<file path="config.mk">
export PLATFORM = sky130hd
export DESIGN_NAME = vma_region_table_top_flat
export DESIGN_NICKNAME = d
export VERILOG_FILES = /design/src/vrt_pkg.sv /design/src/vrt_req_if.sv /design/src/vrt_rsp_if.sv /design/src/vrt_store.sv /design/src/vrt_ctrl.sv /design/src/vma_region_table_top.sv /design/src/flat_wrapper.sv
export SDC_FILE = /design/constraint.sdc
export NUM_CORES = 2
export LEC_CHECK = 0
export ABC_AREA = 1
export ABC_CLOCK_PERIOD_IN_PS = 13700
export BUFFER_PORTS_ARGS = -buffer_cell sky130_fd_sc_hd__buf_2
export CORE_MARGIN = 2
export CORE_UTILIZATION = 55
export DETAILED_ROUTE_END_ITERATION = 16
export GPL_ROUTABILITY_DRIVEN = 0
export PLACE_DENSITY_LB_ADDON = 0.15
export SLEW_MARGIN = 20
export SYNTH_ARGS = -nofsm -noshare
export SYNTH_HDL_FRONTEND = slang
export SYNTH_HIERARCHICAL = 1
export SYNTH_SLANG_ARGS = --single-unit
</file>
<file path="constraint.sdc">
create_clock -name clk -period 13.7 [get_ports clk]
set_input_delay 0.685 -clock clk [delete_from_list [all_inputs] [get_ports clk]]
set_output_delay 0.685 -clock clk [all_outputs]
set_load 0.03 [all_outputs]
</file>
<file path="src/vrt_pkg.sv">
`timescale 1ns / 1ps
`default_nettype none

package vrt_pkg;

  localparam int MaxAreasDefault  = 16;
  localparam int PageShiftDefault = 12;

  localparam int AddrW   = 48;
  localparam int PermW   = 3;
  localparam int StatusW = 3;
  localparam int ReqW    = 2;

  localparam logic [ReqW-1:0] REQ_INSERT = 2'd0;
  localparam logic [ReqW-1:0] REQ_REMOVE = 2'd1;
  localparam logic [ReqW-1:0] REQ_LOOKUP = 2'd2;
  localparam logic [ReqW-1:0] REQ_CLEAR  = 2'd3;

  localparam logic [StatusW-1:0] ST_DONE     = 3'd0;
  localparam logic [StatusW-1:0] ST_FULL     = 3'd1;
  localparam logic [StatusW-1:0] ST_NOTFOUND = 3'd2;
  localparam logic [StatusW-1:0] ST_HIT      = 3'd3;
  localparam logic [StatusW-1:0] ST_SEGV     = 3'd4;

  typedef struct packed {
    logic [AddrW-1:0] start;
    logic [AddrW-1:0] phys;
    logic [AddrW-1:0] length;
    logic [PermW-1:0] perms;
  } entry_t;

  typedef struct packed {
    logic rd_en;
    logic wr_en;
    logic set_valid;
    logic clr_valid;
    logic clr_all;
  } store_cmd_t;

endpackage

`default_nettype wire

</file>
<file path="src/vrt_req_if.sv">
`timescale 1ns / 1ps
`default_nettype none

interface vrt_req_if;
  logic                       valid;
  logic                       ready;
  logic [vrt_pkg::ReqW-1:0]   req_type;
  logic [vrt_pkg::AddrW-1:0]  virt_addr;
  logic [vrt_pkg::AddrW-1:0]  phys_base;
  logic [vrt_pkg::AddrW-1:0]  region_size;
  logic [vrt_pkg::PermW-1:0]  perm_flags;

  modport source (
    output valid, req_type, virt_addr, phys_base, region_size, perm_flags,
    input  ready
  );
  modport sink (
    input  valid, req_type, virt_addr, phys_base, region_size, perm_flags,
    output ready
  );
endinterface

`default_nettype wire

</file>
<file path="src/vrt_rsp_if.sv">
`timescale 1ns / 1ps
`default_nettype none

interface vrt_rsp_if;
  logic                         valid;
  logic                         ready;
  logic [vrt_pkg::StatusW-1:0]  status;
  logic [vrt_pkg::AddrW-1:0]    page_virt;
  logic [vrt_pkg::AddrW-1:0]    page_phys;
  logic                         no_execute;
  logic                         read_only;
  logic                         user_grant;

  modport source (
    output valid, status, page_virt, page_phys, no_execute, read_only, user_grant,
    input  ready
  );
  modport sink (
    input  valid, status, page_virt, page_phys, no_execute, read_only, user_grant,
    output ready
  );
endinterface

`default_nettype wire

</file>
<file path="src/vrt_store.sv">
`timescale 1ns / 1ps
`default_nettype none

module vrt_store #(
  parameter int MAX_AREAS = 16
) (
  input  wire                                                clk,
  input  wire                                                rst,
  input  vrt_pkg::store_cmd_t                                cmd,
  input  wire [((MAX_AREAS > 1) ? $clog2(MAX_AREAS) : 1)-1:0] rd_addr,
  input  wire [((MAX_AREAS > 1) ? $clog2(MAX_AREAS) : 1)-1:0] wr_addr,
  input  vrt_pkg::entry_t                                    wr_data,
  output vrt_pkg::entry_t                                    rd_entry,
  output logic                                               rd_vld
);
  import vrt_pkg::*;

  logic [MAX_AREAS-1:0] valid;
  entry_t               mem [MAX_AREAS];

  always_ff @(posedge clk) begin
    if (rst) begin
      valid <= '0;
    end else if (cmd.clr_all) begin
      valid <= '0;
    end else begin
      if (cmd.set_valid) begin
        valid[wr_addr] <= 1'b1;
      end
      if (cmd.clr_valid) begin
        valid[wr_addr] <= 1'b0;
      end
    end
  end

  always_ff @(posedge clk) begin
    if (cmd.wr_en) begin
      mem[wr_addr] <= wr_data;
    end
    if (cmd.rd_en) begin
      rd_entry <= mem[rd_addr];
    end
  end

  always_ff @(posedge clk) begin
    if (rst) begin
      rd_vld <= 1'b0;
    end else if (cmd.rd_en) begin
      rd_vld <= valid[rd_addr];
    end
  end

endmodule

`default_nettype wire

</file>
<file path="src/vrt_ctrl.sv">
`timescale 1ns / 1ps
`default_nettype none

module vrt_ctrl #(
  parameter int MAX_AREAS  = 16,
  parameter int PAGE_SHIFT = 12
) (
  input  wire                                                 clk,
  input  wire                                                 rst,
  vrt_req_if.sink                                             req,
  vrt_rsp_if.source                                           rsp,
  output vrt_pkg::store_cmd_t                                 cmd,
  output logic [((MAX_AREAS > 1) ? $clog2(MAX_AREAS) : 1)-1:0] rd_addr,
  output logic [((MAX_AREAS > 1) ? $clog2(MAX_AREAS) : 1)-1:0] wr_addr,
  output vrt_pkg::entry_t                                     wr_data,
  input  vrt_pkg::entry_t                                     rd_entry,
  input  wire                                                 rd_vld
);
  import vrt_pkg::*;

  localparam int IdxW = (MAX_AREAS > 1) ? $clog2(MAX_AREAS) : 1;
  localparam int CntW = $clog2(MAX_AREAS + 1);
  localparam logic [CntW-1:0] CntMax = CntW'(MAX_AREAS);
  localparam logic [AddrW-1:0] PageMask =
    {{(AddrW - PAGE_SHIFT){1'b1}}, {PAGE_SHIFT{1'b0}}};

  localparam logic [1:0] S_IDLE   = 2'd0;
  localparam logic [1:0] S_SCAN   = 2'd1;
  localparam logic [1:0] S_FINISH = 2'd2;

  logic [1:0]       state;
  logic [ReqW-1:0]  op;
  logic [AddrW-1:0] va;
  logic [AddrW-1:0] pa;
  logic [AddrW-1:0] len;
  logic [PermW-1:0] perm;
  logic [CntW-1:0]  iss_cnt;

  logic             p1_v;
  logic [IdxW-1:0]  p1_idx;
  logic             p2_v;
  logic             p2_hit;
  logic [IdxW-1:0]  p2_idx;
  logic [AddrW-1:0] p2_start;
  logic [AddrW-1:0] p2_delta;
  logic [PermW-1:0] p2_perm;

  logic             found;
  logic [IdxW-1:0]  sel_idx;
  logic             best_v;
  logic [AddrW-1:0] best_start;
  logic [AddrW-1:0] best_delta;
  logic [PermW-1:0] best_perm;

  logic [StatusW-1:0] out_status;
  logic [AddrW-1:0]   out_virt;
  logic [AddrW-1:0]   out_phys;
  logic               out_nx;
  logic               out_ro;
  logic               out_user;
  logic               out_valid;

  logic             accept;
  logic             issue;
  logic             take;
  logic             scan_end;
  logic             fin_fire;
  logic             eval_hit;
  logic [AddrW:0]   diff;
  logic [AddrW-1:0] page_v;

  assign req.ready = (state == S_IDLE);
  assign accept    = req.valid && req.ready;
  assign issue     = (state == S_SCAN) && (iss_cnt != CntMax);
  assign take      = (state == S_SCAN) && p2_v && p2_hit && (op != REQ_LOOKUP);
  assign scan_end  = (state == S_SCAN) && (iss_cnt == CntMax) && !p1_v && !p2_v;
  assign fin_fire  = (state == S_FINISH) && (!out_valid || rsp.ready);
  assign page_v    = va & PageMask;

  always_comb begin
    diff = {1'b0, va} - {1'b0, rd_entry.start};
    case (op)
      REQ_INSERT: eval_hit = !rd_vld;
      REQ_REMOVE: eval_hit = rd_vld && (rd_entry.start == va);
      REQ_LOOKUP: eval_hit = rd_vld && !diff[AddrW] && (diff[AddrW-1:0] < rd_entry.length);
      default:    eval_hit = 1'b0;
    endcase
  end

  always_comb begin
    cmd.rd_en     = issue;
    cmd.wr_en     = fin_fire && (op == REQ_INSERT) && found;
    cmd.set_valid = fin_fire && (op == REQ_INSERT) && found;
    cmd.clr_valid = fin_fire && (op == REQ_REMOVE) && found;
    cmd.clr_all   = fin_fire && (op == REQ_CLEAR);
    rd_addr       = iss_cnt[IdxW-1:0];
    wr_addr       = sel_idx;
    wr_data.start  = va;
    wr_data.phys   = pa;
    wr_data.length = len;
    wr_data.perms  = perm;
  end

  always_ff @(posedge clk) begin
    if (rst) begin
      state <= S_IDLE;
      p1_v  <= 1'b0;
      p2_v  <= 1'b0;
    end else begin
      p1_v <= issue;
      p2_v <= p1_v && (state == S_SCAN);
      case (state)
        S_IDLE: begin
          if (accept) begin
            state <= (req.req_type == REQ_CLEAR) ? S_FINISH : S_SCAN;
          end
        end
        S_SCAN: begin
          if (take || scan_end) begin
            state <= S_FINISH;
          end
        end
        S_FINISH: begin
          if (fin_fire) begin
            state <= S_IDLE;
          end
        end
        default: state <= S_IDLE;
      endcase
    end
  end

  always_ff @(posedge clk) begin
    if (accept) begin
      op      <= req.req_type;
      va      <= req.virt_addr;
      pa      <= req.phys_base;
      len     <= req.region_size;
      perm    <= req.perm_flags;
      iss_cnt <= '0;
      found   <= 1'b0;
      best_v  <= 1'b0;
    end else begin
      if (issue) begin
        iss_cnt <= iss_cnt + 1'b1;
      end
      if (take) begin
        found   <= 1'b1;
        sel_idx <= p2_idx;
      end
      if ((state == S_SCAN) && p2_v && p2_hit && (op == REQ_LOOKUP) &&
          (!best_v || (p2_start < best_start))) begin
        best_v     <= 1'b1;
        best_start <= p2_start;
        best_delta <= p2_delta;
        best_perm  <= p2_perm;
      end
    end
    p1_idx   <= iss_cnt[IdxW-1:0];
    p2_hit   <= eval_hit;
    p2_idx   <= p1_idx;
    p2_start <= rd_entry.start;
    p2_delta <= rd_entry.phys - rd_entry.start;
    p2_perm  <= rd_entry.perms;
  end

  always_ff @(posedge clk) begin
    if (rst) begin
      out_valid <= 1'b0;
    end else if (fin_fire) begin
      out_valid <= 1'b1;
    end else if (rsp.ready) begin
      out_valid <= 1'b0;
    end
  end

  always_ff @(posedge clk) begin
    if (fin_fire) begin
      out_virt <= '0;
      out_phys <= '0;
      out_nx   <= 1'b0;
      out_ro   <= 1'b0;
      out_user <= 1'b0;
      case (op)
        REQ_INSERT: out_status <= found ? ST_DONE : ST_FULL;
        REQ_REMOVE: out_status <= found ? ST_DONE : ST_NOTFOUND;
        REQ_LOOKUP: begin
          if (best_v) begin
            out_status <= ST_HIT;
            out_virt   <= page_v;
            out_phys   <= (best_delta + page_v) & PageMask;
            out_nx     <= !best_perm[2];
            out_ro     <= !best_perm[1];
            out_user   <= best_perm[0];
          end else begin
            out_status <= ST_SEGV;
          end
        end
        default: out_status <= ST_DONE;
      endcase
    end
  end

  assign rsp.valid      = out_valid;
  assign rsp.status     = out_status;
  assign rsp.page_virt  = out_virt;
  assign rsp.page_phys  = out_phys;
  assign rsp.no_execute = out_nx;
  assign rsp.read_only  = out_ro;
  assign rsp.user_grant = out_user;

endmodule

`default_nettype wire

</file>
<file path="src/vma_region_table_top.sv">
// A request is taken only while idle; the scan then reads the slots in order through
// the store read register and the compare registers. A lookup, a full-table insert
// or an unmatched remove scans every slot; an insert or remove that stops at slot k
// ends its scan there. The next request is taken once the result is registered; the
// scan reads one table entry per cycle. A clear skips the scan and goes to finish.
// Reset: synchronous active-high rst empties the table and drops any pending result.
`timescale 1ns / 1ps
`default_nettype none

module vma_region_table_top #(
  parameter int MAX_AREAS  = vrt_pkg::MaxAreasDefault,
  parameter int PAGE_SHIFT = vrt_pkg::PageShiftDefault
) (
  input  wire        clk,
  input  wire        rst,
  vrt_req_if.sink    req,
  vrt_rsp_if.source  rsp
);
  import vrt_pkg::*;

  localparam int IdxW = (MAX_AREAS > 1) ? $clog2(MAX_AREAS) : 1;

  store_cmd_t      cmd;
  logic [IdxW-1:0] rd_addr;
  logic [IdxW-1:0] wr_addr;
  entry_t          wr_data;
  entry_t          rd_entry;
  logic            rd_vld;

  vrt_ctrl #(
    .MAX_AREAS  (MAX_AREAS),
    .PAGE_SHIFT (PAGE_SHIFT)
  ) u_ctrl (
    .clk      (clk),
    .rst      (rst),
    .req      (req),
    .rsp      (rsp),
    .cmd      (cmd),
    .rd_addr  (rd_addr),
    .wr_addr  (wr_addr),
    .wr_data  (wr_data),
    .rd_entry (rd_entry),
    .rd_vld   (rd_vld)
  );

  vrt_store #(
    .MAX_AREAS (MAX_AREAS)
  ) u_store (
    .clk      (clk),
    .rst      (rst),
    .cmd      (cmd),
    .rd_addr  (rd_addr),
    .wr_addr  (wr_addr),
    .wr_data  (wr_data),
    .rd_entry (rd_entry),
    .rd_vld   (rd_vld)
  );

`ifndef SYNTHESIS
  a_one_in_flight: assert property (@(posedge clk) disable iff (rst)
    (req.valid && req.ready) |=> !req.ready)
    else $error("A second request was taken while one was in progress.");

  a_miss_zero: assert property (@(posedge clk) disable iff (rst)
    (rsp.valid && (rsp.status != ST_HIT)) |->
      ((rsp.page_virt == '0) && (rsp.page_phys == '0) && !rsp.no_execute &&
       !rsp.read_only && !rsp.user_grant))
    else $error("A result other than a hit carries nonzero page fields.");

  a_hit_aligned: assert property (@(posedge clk) disable iff (rst)
    (rsp.valid && (rsp.status == ST_HIT)) |->
      ((rsp.page_virt[PAGE_SHIFT-1:0] == '0) && (rsp.page_phys[PAGE_SHIFT-1:0] == '0)))
    else $error("A hit returned a page address that is not page aligned.");

  a_no_write_in_scan: assert property (@(posedge clk) disable iff (rst)
    cmd.rd_en |-> !(cmd.wr_en || cmd.set_valid || cmd.clr_valid || cmd.clr_all))
    else $error("The table was written while a scan was reading it.");
`endif

endmodule

`default_nettype wire
</file>
<file path="src/flat_wrapper.sv">
// flat-port wrapper written by rule: the top's interface ports become plain ports
module vma_region_table_top_flat import vrt_pkg::*;
#(
  parameter int MAX_AREAS  = vrt_pkg::MaxAreasDefault,
  parameter int PAGE_SHIFT = vrt_pkg::PageShiftDefault
)
  (clk, rst, req_valid, req_req_type, req_virt_addr, req_phys_base, req_region_size, req_perm_flags, req_ready, rsp_valid, rsp_status, rsp_page_virt, rsp_page_phys, rsp_no_execute, rsp_read_only, rsp_user_grant, rsp_ready);
  vrt_req_if req_i ();
  vrt_rsp_if rsp_i ();
  input  wire clk;
  input  wire rst;
  input wire logic [$bits(req_i.valid)-1:0] req_valid;
  input wire logic [$bits(req_i.req_type)-1:0] req_req_type;
  input wire logic [$bits(req_i.virt_addr)-1:0] req_virt_addr;
  input wire logic [$bits(req_i.phys_base)-1:0] req_phys_base;
  input wire logic [$bits(req_i.region_size)-1:0] req_region_size;
  input wire logic [$bits(req_i.perm_flags)-1:0] req_perm_flags;
  output wire logic [$bits(req_i.ready)-1:0] req_ready;
  output wire logic [$bits(rsp_i.valid)-1:0] rsp_valid;
  output wire logic [$bits(rsp_i.status)-1:0] rsp_status;
  output wire logic [$bits(rsp_i.page_virt)-1:0] rsp_page_virt;
  output wire logic [$bits(rsp_i.page_phys)-1:0] rsp_page_phys;
  output wire logic [$bits(rsp_i.no_execute)-1:0] rsp_no_execute;
  output wire logic [$bits(rsp_i.read_only)-1:0] rsp_read_only;
  output wire logic [$bits(rsp_i.user_grant)-1:0] rsp_user_grant;
  input wire logic [$bits(rsp_i.ready)-1:0] rsp_ready;
  assign req_i.valid = req_valid;
  assign req_i.req_type = req_req_type;
  assign req_i.virt_addr = req_virt_addr;
  assign req_i.phys_base = req_phys_base;
  assign req_i.region_size = req_region_size;
  assign req_i.perm_flags = req_perm_flags;
  assign req_ready = req_i.ready;
  assign rsp_valid = rsp_i.valid;
  assign rsp_status = rsp_i.status;
  assign rsp_page_virt = rsp_i.page_virt;
  assign rsp_page_phys = rsp_i.page_phys;
  assign rsp_no_execute = rsp_i.no_execute;
  assign rsp_read_only = rsp_i.read_only;
  assign rsp_user_grant = rsp_i.user_grant;
  assign rsp_i.ready = rsp_ready;
  vma_region_table_top #(.MAX_AREAS(MAX_AREAS), .PAGE_SHIFT(PAGE_SHIFT)) u_core (.clk(clk), .rst(rst), .req(req_i), .rsp(rsp_i));
endmodule
</file>
# After elaboration in Yosys (flattened, before gate mapping)
# Memories as Yosys holds them, arrays and structs flattened. A register that Yosys moved wholly into a read port is not among the register bits.
# Index checks and enable logic that the tools add are counted.
# W data, S select, Z words.
[word_totals]
reg_bits = 491
ramBits = 2352
in_bits = 153
output_inout_bits = 104
mem_count = 1
[memory_table]
columns = ["name", "depth", "width", "rd", "rd_ports_with_merged_regs", "write_ports", "line", "rtl"]
rows = [
  ["u_core.u_store.mem", 16, 147, 1, 1, 1, "vrt_store.sv:19", "entry_t mem [MAX_AREAS];"],
]
[classes]
add_sub_neg = 4
n_lt_le_gt_ge = 5
eq_ne = 13
muxes = 22
bitwise = 4
n_reduce_logical = 40
[ops]
columns = ["cell", "n"]
rows = [
  ["$lt A48 B48 Y1", 2],
  ["$mux W16", 4],
  ["$sub A48 B48 Y49", 1],
  ["$add A48 B48 Y48", 1],
  ["$eq A48 B48 Y1", 1],
  ["$sub A48 B48 Y48", 1],
  ["$logic_and A1 B1 Y1", 21],
  ["$and A16 B16 Y16", 1],
  ["$not A16 Y16", 1],
  ["$or A16 B16 Y16", 1],
  ["$lt A4 B5 Y1 const B", 2],
  ["$mux W2", 5],
  ["$pmux W3 S3", 1],
  ["$eq A2 B2 Y1 const B", 4],
  ["$logic_not A1 Y1", 8],
  ["$mux W1", 7],
  ["$pmux W2 S3", 1],
  ["$reduce_and A2 Y1", 3],
  ["$add A5 B1 Y5 const B", 1],
  ["$eq A5 B5 Y1 const B", 1],
  ["$ne A5 B5 Y1 const B", 1],
  ["$bmux W1 S4", 1],
  ["$demux W1 S4", 1],
  ["$eq A2 B1 Y1 const B", 2],
  ["11 further kinds", 16],
]

# Depth between registers and ports, before layout
[logic_depth]
word_depth = 10
ltp_mapped = 27
depth_no_buf = 27

# By module
# Netlist, hierarchy kept.
[by_module_without_submodules]
columns = ["mod", "n_inst", "cells_each", "area_per_inst_um2", "seq_area_each_um2"]
rows = [
  ["vrt_store", 1, 7179, 97300.8, 75382.3],
  ["vrt_ctrl", 1, 3027, 25001.5, 11711.2],
]

# Worst setup path before layout
# No wires, ideal clock.
[synth_path]
kind = "input -> register"
startpoint = "in rsp_ready"
endpoint = "mem u_core/u_store/mem[15][0] (netlist bit) (enable)"
setup_ns = 0.834
arrival_time_ns = 12.977
slack_ns = -0.111
stages = 9
path_cell_list = "inv_1 -> nand2_1 -> nand3_1 -> inv_1 -> nand2_1 -> nor2_1 -> buf_4 -> inv_1 -> nor3_1"
[synth_rtl]
columns = ["item", "line", "rtl"]
rows = [
  ["start, declared", "flat_wrapper.sv:26", "input wire logic [$bits(rsp_i.ready)-1:0] rsp_ready;"],
  ["end, declared", "vrt_store.sv:19", ""],
]

# Worst setup path in the final report
[layout_path]
startpoint = "reg u_core.u_ctrl.iss_cnt[0]"
endpoint = "reg u_core/u_store/rd_entry[76] (netlist name)"
[layout_via]
elab_chain_len = 2
[layout_lines]
columns = ["item", "line", "rtl"]
rows = [
  ["start, declared", "vrt_ctrl.sv:37", "logic [CntW-1:0] iss_cnt;"],
  ["start signal, assigned", "vrt_ctrl.sv:145", "iss_cnt <= iss_cnt + 1'b1;"],
  ["$ne A5 B5 Y1", "vrt_ctrl.sv:74", "assign issue = (state == S_SCAN) && (iss_cnt != CntMax);"],
  ["$logic_and A1 B1 Y1", "vrt_ctrl.sv:74", ""],
]
# Several ways; a longest one is shown, not always the timed one.
# A chain may end at the register's enable or synchronous reset.

==> metrics.md <==
| Metric | Value |
|---|---|
| Placed Area | `0.1261 mm²` |
| Hold Violations, Final | `0` |
| Leakage Power | `between 0.04 and 0.05 µW` |
| Die height | `475.6 µm` |
| Residual DRC | `0` |
| Switching Fraction | `0.2715` |
| Switching pwr | `5908 µW` |
| Largest net degree at the start of global routing | `221` |
| Run status | `finished clean` |
| CP dominant cell by count | `buf_4` |
| Post-DRT Antenna Nets | `0` |
| Min Clock Period, post-route | `4.908 ns` |
| Worst hold path class | `in2reg` |
| TritonCTS Buffers | `317` |
| F_max | `203.7 MHz` |
| All-Layer GR Usage | `0.3039` |
| First-pass detailed-route iteration total | `9` |
| Vias in the first global route | `77502` |
| DP Worst Slack | `~9.0 ns` |
| Cell Rows | `173` |
| Clk_lat worst skew | `0.96 ns` |
| Warnings, synthesis | `6` |
| Layout cells sized above 1 | `0.08006` |
| Synth cell types | `53` |
| Final WS setup | `between 8 and 9 ns` |
| #FFs+latches synth | `around 2900` |
| Clk pwr share | `0.375` |
| Count leader, synth | `edfxtp_1` |
| Initial Utilization | `0.5518` |
| Internal Power | `between 15000 and 20000 µW` |
| DR iter-0 viols | `11024` |
| Gate power share | `0.147` |
| Final nets | `10919` |
| Startpoint types | `register` |
| Critical path type | `reg2reg` |
| H-tree depth | `5` |
| Largest cells by area after synthesis | `edfxtp_1 (69%), nor2_1 (6.0%), o21ai_0 (4.6%), nand2_1 (3.9%), o211ai_1 (2.5%)` |
| Detailed Route WL | `348000 µm` |
| Remaining Overflow, GRT | `0` |
| Filler cells | `17021` |
| RSZ-0062 raised after global routing | `no` |
| Post-synth EDFFs | `2817` |
| Synth top area share | `0.6917` |
| I/O Buffers | `232` |
| MaxCap Viol Count | `0` |
| Routed length per instance | `25.31 µm` |
| Total core area | `0.2217 mm²` |
| DR vias | `82572` |
| FF+latch area | `a little under 0.09 mm²` |
| Top FF cell, synth | `edfxtp_1` |
| First-pass GRT wire length | `just over 500000 µm` |
| Biggest area consumer among synthesized cells | `edfxtp_1` |
| Fin Clk Skew | `0.06982 ns` |
| Critical Path RT | `14.49 ns` |
| Post-synthesis sequential area ratio | `0.7121` |
| Area Overhead vs Synth | `12.27%` |
| Slowest stage cell on the critical path | `buf_4` |
| Multi-input gate area | `around 0.03 mm²` |
| PwrDens | `around 160 mW/mm²` |
| Hold slack | `0.08861 ns` |
| Maximum root-to-sink buffer count | `4` |
| # clock sinks | `2942` |
| Hpwl dp | `roughly 200000 µm` |
| Worst-path clk slew | `about 0.060 ns` |
| Slew @ Worst Pin | `roughly 1.2 ns` |
| Post_cts resized | `0` |
| CP max FO | `180` |
| Avg Cell Area, Syn | `11.98 µm²` |
| Mapped Area | `0.1223 mm²` |
| Async S/R FF share, synth | `0` |
| Setup crit end kind | `register` |
| Post-synth top cells | `edfxtp_1 (2817), nor2_1 (1969), nand2_1 (1287)` |
| Design Area, Final | `0.1373 mm²` |
| Crit-path max cell delay | `0.96 ns` |
| Die area | `0.2262 mm²` |
| Chip width | `~480 µm` |
| Reg power frac | `0.479` |
| Gate Count Post-Synth | `10206` |
| Worst slew margin | `0.1835` |
| Initial antenna violation count | `17` |
| Critical-path cell list | `buf_4 > buf_4 > buf_12 > buf_4 > nor2_1 > nor2_1 > o21ai_1 > o211ai_1 > nand3_1 > nand2_1` |
| CP arrival | `5.70 ns` |
| Via density per instance | `~6` |
| Max-slew violation count | `0` |
| VDD IR-drop max | `roughly 0.15 mV` |
| Period utilization | `0.3583` |
| Clock root buffer | `clkbuf_16` |
| Io pins | `257` |
| Endpoints failing setup | `0` |
| Final setup TNS | `0 ns` |
| CTS tree | `yes` |
metrics by stage:
step	std cells	total power (µW)	utilization
final	13751	21760	0.6195
after global routing	13744	22530	0.6194
after CTS	13742	21790	0.6194
after detailed placement	13045	13670	0.5687
after global placement	13044	13610	0.5686
after floorplan	10229	12650	-
power groups by stage:
stage / Combinational [µW] / Sequential, µW / Clock (µW)
global placement: 3020 / 10600 / 0
global route: 3510 / 10400 / 8600
finish: 3200 / 10400 / 8150
floorplan: 2180 / 10500 / 0
CTS: 3130 / 10400 / 8250
detailed placement: 3080 / 10600 / 0
critical path, delay by kind of cell (launching register included):
kind / cells / cell delay [ns]
flip-flops: 1 / 0.58
buffers and inverters: 4 / 3.12
AND/OR/NAND/NOR: 4 / 0.56
AO/OA/AOI/OAI: 2 / 0.20
area by class of cell:
class / count / area share
multi-input cells: 6210 / 0.2236
repair buffers: 525 / 0.02872
well taps: 2975 / 0.02711
clock inverters: 145 / 0.009404
inverters: 543 / 0.01512
clock buffers: 402 / 0.06148
flip-flops and latches: 2942 / 0.6344
diodes: 9 / 0.0001640
metal layers:
| metal | wire (µm) | global-route usage | vias up | share of wire |
|---|---|---|---|---|
| met4 | 14060 | 0.1174 | 12 | 0.040 |
| met5 | 101 | 0 | - | 0.00029 |
| li1 | - | - | 36988 | - |
| met2 | 158700 | 0.4695 | 4196 | 0.46 |
| met3 | 31810 | 0.05257 | 725 | 0.091 |
| met1 | 143400 | 0.4329 | 40651 | 0.41 |
cells by family (layout without fill, tap and decap cells):
| logic type | after synthesis | after routing | synth area share |
|---|---|---|---|
| AO/OA/AOI/OAI | 2199 | 2199 | 0.1023 |
| XOR/XNOR | 51 | 51 | 0.003652 |
| adder cells (fa/ha/maj) | 227 | 227 | 0.02335 |
| buffers and inverters | 1077 | 1615 | 0.03871 |
| flip-flops | 2942 | 2942 | 0.7121 |
| other | 1 | 33 | 0.00003066 |
| AND/OR/NAND/NOR | 3709 | 3709 | 0.1199 |
registers in the layout, summed over array words and instances, names as in the netlist, 2 cells and up:
name	cells
u_core/u_ctrl/pa	48
u_core/u_ctrl/perm	3
u_core/u_ctrl/iss_cnt	5
u_core/u_ctrl/wr_addr	4
u_core/u_ctrl/rsp.status	3
u_core/u_ctrl/p2_perm	3
u_core/u_ctrl/rsp.page_phys	36
u_core/u_ctrl/rsp.page_virt	36
u_core/u_ctrl/best_delta	36
u_core/u_ctrl/p2_delta	36
u_core/u_ctrl/op	2
u_core/u_store/valid	16
u_core/u_ctrl/p1_idx	4
u_core/u_ctrl/best_perm	3
u_core/u_ctrl/len	48
u_core/u_ctrl/p2_start	48
u_core/u_ctrl/p2_idx	4
u_core/u_ctrl/state	2
u_core/u_store/mem	2352
u_core/u_store/rd_entry	147
u_core/u_ctrl/va	48
u_core/u_ctrl/best_start	48
final timing paths:
check | start | end | slack [ns] | cells past startpoint
setup reg to reg | u_core/u_ctrl/iss_cnt[0]$_SDFFE_PP0P_ | u_core/u_store/rd_entry[76]$_DFFE_PP_ | 8.79 | 10
setup / recovery | u_core/u_ctrl/iss_cnt[0]$_SDFFE_PP0P_ | u_core/u_store/rd_entry[76]$_DFFE_PP_ | 8.79 | 10
hold / removal | req_virt_addr[7] | u_core/u_ctrl/va[7]$_DFFE_PP_ | 0.09 | 1
hold reg to reg | u_core/u_ctrl/p1_idx[1]$_DFF_P_ | u_core/u_ctrl/p2_idx[1]$_DFF_P_ | 0.33 | 0
cells in the final DEF (no fill, tap or decap), types with 14 or more instances in the layout:
cell type      instances
buf_4                127
bufinv_16             23
o221ai_1              20
o21a_1                15
xor2_1                33
o21bai_1              20
o21ai_1              161
nand2_1             1287
clkinv_2              48
nand3_1              326
inv_1                533
clkbuf_16            325
a21oi_1              232
o21ai_0             1131
clkinv_1              57
edfxtp_1            2817
dlygate4sd3_1        150
conb_1                24
nor2_4                17
buf_12                15
o22ai_1              173
nor3_1                18
nand4_1               57
a21o_1                14
xnor2_1               18
ha_1                 225
clkbuf_1              75
dfxtp_1              121
buf_2                232
o211ai_1             411
nor2_1              1953
what timing repair did:
| item | 4_1_cts | 5_1_grt |
|---|---|---|
| hold buffers | 150 | 0 |
| hold endpoints to repair | 150 | 0 |
| buffers inserted | 0 | 0 |
No activity file was read; power rests on OpenSTA's default activity.
